===== src/hw/rtl/bkdk_pkg.sv =====
`timescale 1ns / 1ps
`default_nettype none
// ----------------------------------------------------------------------------
// bkdk_pkg
// Shared types and constants of the bottom-k distinct keeper.
// ----------------------------------------------------------------------------
package bkdk_pkg;

    localparam int unsigned DEFAULT_MAX_KEEP = 64;
    localparam int unsigned VALUE_W          = 32;
    localparam int unsigned KEEP_W           = 7;
    localparam int unsigned KEPT_W           = 7;

    localparam logic MODE_ADD   = 1'b0;
    localparam logic MODE_CLEAR = 1'b1;

    typedef logic [VALUE_W-1:0] t_value;
    typedef logic [KEEP_W-1:0]  t_keep;

    typedef struct packed {
        logic   mode;
        t_value value;
    } t_in_word;

    typedef struct packed {
        logic [KEPT_W-1:0] kept;
        t_value            largest;
        logic              duplicate;
        logic              dropped_valid;
        t_value            dropped_value;
    } t_out_word;

    // Word travelling down the cell row.
    typedef struct packed {
        logic   live;
        logic   clr;
        logic   fin;
        logic   dup;
        logic   drop;
        t_value value;
        t_value last;
    } t_tok;

endpackage : bkdk_pkg
`default_nettype wire


===== src/hw/rtl/bkdk_cell.sv =====
`timescale 1ns / 1ps
`default_nettype none
// ----------------------------------------------------------------------------
// bkdk_cell
// One slot of the sorted row: keeps the smaller of its value and the passing
// word, hands the larger on and flags equal values; an empty slot takes the word, or flags a drop past the keep count.
// ----------------------------------------------------------------------------
module bkdk_cell #(
    parameter int unsigned MAX_KEEP = bkdk_pkg::DEFAULT_MAX_KEEP,
    parameter int unsigned INDEX    = 0
) (
    input  wire                                 i_clk,
    input  wire                                 i_rst_n,
    input  wire                                 i_adv,
    input  wire  bkdk_pkg::t_keep               i_keep,
    input  wire  [$clog2(MAX_KEEP+1)-1:0]       i_count,
    input  wire  bkdk_pkg::t_tok                i_tok,
    output bkdk_pkg::t_tok                      o_tok
);
    import bkdk_pkg::*;

    t_value r_val;
    t_value n_val;
    t_tok   r_tok;
    t_tok   n_tok;
    logic   w_full;
    logic   w_over;

    assign w_full = 32'(INDEX) < 32'(i_count);
    assign w_over = 32'(INDEX) >= 32'(i_keep);

    always_comb begin
        n_tok = i_tok;
        n_val = r_val;
        if (i_tok.live && !i_tok.clr && !i_tok.fin) begin
            if (w_full) begin
                if (i_tok.dup) begin
                    n_tok.last = r_val;
                end else if (i_tok.value == r_val) begin
                    n_tok.dup  = 1'b1;
                    n_tok.last = r_val;
                end else if (i_tok.value < r_val) begin
                    n_val       = i_tok.value;
                    n_tok.value = r_val;
                    n_tok.last  = i_tok.value;
                end else begin
                    n_tok.last = r_val;
                end
            end else begin
                n_tok.fin = 1'b1;
                if (!i_tok.dup) begin
                    if (w_over) begin
                        n_tok.drop = 1'b1;
                    end else begin
                        n_val      = i_tok.value;
                        n_tok.last = i_tok.value;
                    end
                end
            end
        end
    end

    always_ff @(posedge i_clk) begin
        if (!i_rst_n) begin
            r_tok.live <= 1'b0;
        end else if (i_adv) begin
            r_tok <= n_tok;
        end
    end

    always_ff @(posedge i_clk) begin
        if (i_adv) begin
            r_val <= n_val;
        end
    end

    assign o_tok = r_tok;

endmodule : bkdk_cell
`default_nettype wire


===== config.mk =====
export PLATFORM = sky130hd
export DESIGN_NAME = bkdk_cell
export DESIGN_NICKNAME = d
export VERILOG_FILES = /design/src/hw/rtl/bkdk_pkg.sv /design/src/hw/rtl/bkdk_cell.sv
export SDC_FILE = /design/constraint.sdc
export NUM_CORES = 1
export LEC_CHECK = 0
export ABC_AREA = 1
export BUFFER_PORTS_ARGS = -buffer_cell sky130_fd_sc_hd__buf_2
export CAP_MARGIN = 0
export CORE_MARGIN = 4
export CORE_UTILIZATION = 45
export CTS_CLUSTER_DIAMETER = 200
export DETAILED_ROUTE_END_ITERATION = 12
export PLACE_DENSITY_LB_ADDON = 0.05
export SLEW_MARGIN = 10
export SYNTH_ARGS = -nofsm -noshare
export SYNTH_HDL_FRONTEND = slang
export SYNTH_SLANG_ARGS = --single-unit

===== constraint.sdc =====
create_clock -name i_clk -period 4.1 [get_ports i_clk]
set_clock_uncertainty 0.05 [all_clocks]
set_input_delay 0.205 -clock i_clk [delete_from_list [all_inputs] [get_ports i_clk]]
set_output_delay 0.205 -clock i_clk [all_outputs]
set_load 0.01 [all_outputs]

======== Word level (Yosys, flattened, before mapping) ========
Index checks and enable logic that the tools add are counted.
word-level totals
  memories ................................ 0
  register bits after elaboration ......... 101
  word-level logic and storage cells ...... 41
  bits of input ports ..................... 86
  bits in read-only memories .............. 0
  bits in latches ......................... 0
  output and inout bits ................... 69
  RAM bits ................................ 0
operators by class
  shift operators ......................... 0
  order comparisons ....................... 3
  add/sub/neg operators ................... 0
  multipliers ............................. 0
  reduce and logical (&&, ||, !) cells .... 6
  eq/ne operators ......................... 3
  bitwise logic cells ..................... 0
  multiplexer cells ....................... 21
  div/mod/pow operators ................... 0
operators by type and width
  cell                count
  $mux 32             13
  $mux 67             1
  $eq 32x32->1        1
  $lt 32x32->1        1
  $ge 1x7->1 const A  1
  $lt 1x7->1 const A  1
  $mux 1              7
  $reduce_and 4->1    1
  $logic_and 1x1->1   2
  $logic_not 1->1     2
  $ne 2x1->1 const B  1
  $ne 2x2->1 const B  1
  $reduce_and 2->1    1

======== Longest topological paths before layout ========
  depth after elaboration ................. 6
  mapped depth ............................ 17
  gate-level depth less buffers ........... 16

======== Worst setup path before layout ========
Ideal clock, no wire load.
  path kind ............................... in2reg
  start ................................... input i_tok[67] (netlist bit)
  end ..................................... register r_val[0] (enable)
  path slack .............................. 1,277 ps
  arrival ................................. 2,352 ps
  library setup time ...................... 422 ps
  stages .................................. 5
  cells stage by stage .................... nor3_2 inv_1 buf_2 buf_1 nor2_1
on the way
  longest elaborated chain between the ends .. 4
ends and longest elaborated chain
  element                          RTL line         RTL
  start, declared                  bkdk_cell.sv:17  input wire bkdk_pkg::t_tok i_tok,
  $logic_not 1->1                  bkdk_cell.sv:35  if (i_tok.live && !i_tok.clr && !i_tok.fin) begin
  $logic_and 1x1->1 (2 in series)  bkdk_cell.sv:35
  $reduce_and 4->1 (no line)       -
  end signal, assigned             bkdk_cell.sv:73  r_val <= n_val;
  end, declared                    bkdk_cell.sv:22  t_value r_val;
Every way passes these cells.
A chain may end at the register's enable or synchronous reset.

==> impl_metrics.json <==
{
  "drive_above_1_share": 0.252,
  "cts_tree": "done",
  "dr_wl_met3_microns": 1030,
  "cp-start-kind": "flip-flop",
  "die_area_sq_mm": 0.0163,
  "synthDominantCellAreaShare": 0.465,
  "worstPathArrival_ps": 3160,
  "drv_cap": 0,
  "grt_overflow": 0,
  "total_power_w": 0.00238,
  "avgRoutedWirePerCell_microns": 15.7,
  "hp-start": "i_tok[67]",
  "rows": 43,
  "synth.largest_area_cell": "edfxtp_1",
  "vias": 5511,
  "r2r_slack_ps": 970,
  "grt_max_degree": 67,
  "portBuffers": 154,
  "final_area_sq_mm": 0.00753,
  "drt-met1-wl_microns": 7990,
  "drtIter0Drc": 357,
  "slew_headroom": 0.309,
  "place_area_sq_mm": 0.00726,
  "clk_latency_ps": 350,
  "flow.area_growth_from_synthesis_pct": 16.6,
  "drc_errors": 0,
  "die_w_microns": 128,
  "ios": 155,
  "critPathKind": "flip-flop to flip-flop",
  "ys_seq_area_frac": 0.468,
  "grt_first_pass_wirelength_microns": 27300,
  "core_area_sq_mm": 0.0140,
  "post_cts_buffers": 0,
  "cts_max_level": 3,
  "synth_top_cells_by_count": "nand2_1, inv_1, edfxtp_1",
  "wl_met2_microns": 7820,
  "die_h_microns": 128,
  "worst_pin_slew_ps": 1030,
  "hp-class": "primary input to flip-flop",
  "layout.nets": 1018,
  "cts_buffers": 9,
  "cp-end-kind": "flip-flop",
  "setup.worst_path.start": "r_val[31]",
  "cts_max_path_buffers": 2,
  "syn_nets": 882,
  "viasPerCell": 5.08,
  "timing.hold.ws_ps": 12.9,
  "netlist_area_sq_mm": 0.00646,
  "cts_resized": 0,
  "vdd_ir_drop_max_v": 0.000164,
  "synth_most_common_cell": "nand2_1",
  "totalWireLength_microns": 17100,
  "synth.distinct_cells": 33,
  "r2r-start": "r_val[31]",
  "yosysWarnings": 0,
  "synth-async-reset-ratio": 0,
  "rsz0062_at_grt": "false",
  "clock_sinks": 101,
  "finalCriticalPeriod_ps": 3130,
  "worst_r2r_endpoint": "o_tok[37]",
  "place_hpwl_microns": 11200,
  "leakagePower_nw": 3.82,
  "place_congestion": 0.783,
  "cts-root-buf": "clkbuf_16",
  "hold_buffers": 0,
  "antennaDiodeCount": 0,
  "cp-endpoint": "o_tok[37]",
  "firstDrtPassIters": 5,
  "highest-signal-layer": "met4",
  "critPathRequiredTime_ps": 4130,
  "tns_ps": 0,
  "synth_edf_count": 100,
  "finalCritPeriodShare": 0.763,
  "synthFlopType": "edfxtp_1",
  "status": "finished clean",
  "grt_pass1_vias": 5543,
  "synth.area.top_cells": "edfxtp_1, nand2_1, inv_1",
  "finalSetupViolCount": 0,
  "max_freq_ghz": 0.320,
  "slew_viol_final": 0,
  "hold_viol_final": 0,
  "crit_fanout": 56,
  "syn_inst": 764,
  "initial_core_util": 0.462,
  "ant_nets": 0,
  "rr_worst_depth": 13,
  "antenna_found_initial": 0,
  "power_density_mw_per_mm2": 316,
  "clkTransAtPathRegs_ps": 70,
  "grt_use_total": 0.210,
  "syn_area_per_cell_sq_um": 8.45,
  "synth.ff_latch_count": 101
}
## cell families (layout without fill, tap and decap cells)
logic type / after synthesis / after routing / share of synthesized area
buf+inv: 180 / 321 / 0.124
compound gates: 181 / 181 / 0.164
simple gates: 270 / 270 / 0.182
fa+ha+maj: 32 / 32 / 0.0620
flops: 101 / 101 / 0.468
## report_power, final
part / internal [W] / total [W] / switching, W / leakage [nW]
logic: 0.000135 / 0.000368 / 0.000233 / 2.76
registers: 0.00119 / 0.00120 / 0.00000993 / 0.935
clock network: 0.000412 / 0.000817 / 0.000405 / 0.130
## layer usage
| metal | GRT usage | vias up |
|---|---|---|
| met2 | 0.345 | 166 |
| met3 | 0.0358 | 17 |
| met1 | 0.286 | 2529 |
| met5 | 0 | - |
| met4 | 0.0637 | 0 |
| li1 | - | 2799 |
## worst min-delay path by stage
stage / slack, ps / depth (start not counted) / endpoint
after floorplan: 250 / 1 / o_tok[68]
after global placement: 360 / 1 / o_tok[67]
after detailed placement: 370 / 1 / o_tok[67]
after CTS: 2 / 1 / o_tok[67]
after global routing: 10 / 1 / o_tok[67]
final: 10 / 1 / o_tok[67]
## flip-flops by register name, indices dropped and copies added, names as in the netlist
register	flops
r_val	32
o_tok	69
## critical path, stage by stage (launching register included)
cell and delay (ps):
edfxtp_1 370, inv_1 120, ha_1 260, nand2_1 120, nor2_2 60, nand2_2 90
nor2_4 60, nand2_2 70, nand3_2 120, nor2_8 120, nand4_4 780, buf_4 500
nand2_1 80, o21ai_2 50
## placed cells by master, fill, tap and decap left out, drive strengths merged
master,instances
clkinvlp,1
dfxtp,1
a31o,1
o21ai,99
nor4,1
nand3,66
ha,32
clkinv,4
nor3,3
inv,143
nand4,1
clkbuf,10
o31ai,1
nand2,178
nor2,20
a21oi,76
edfxtp,100
o21bai,2
or3,1
buf,163
a21o,2
## stage by stage
stage	setup slack (ps)	std cells	utilization
floorplan	1280	764	-
global placement	1040	1069	0.519
detailed placement	985	1069	0.519
CTS	970	1085	0.538
global route	732	1085	0.538
finish	973	1085	0.538
## final cells by class
| type | count | area (sq um) |
|---|---|---|
| fill | 1316 | 6460 |
| inverter | 142 | 533 |
| clock inverter | 6 | 38.8 |
| tap | 180 | 225 |
| sequential | 101 | 3020 |
| multi-input combinational | 483 | 2640 |
| timing repair buffer | 163 | 838 |
| clock buffer | 10 | 229 |
Power figures use the tool's default switching activity.
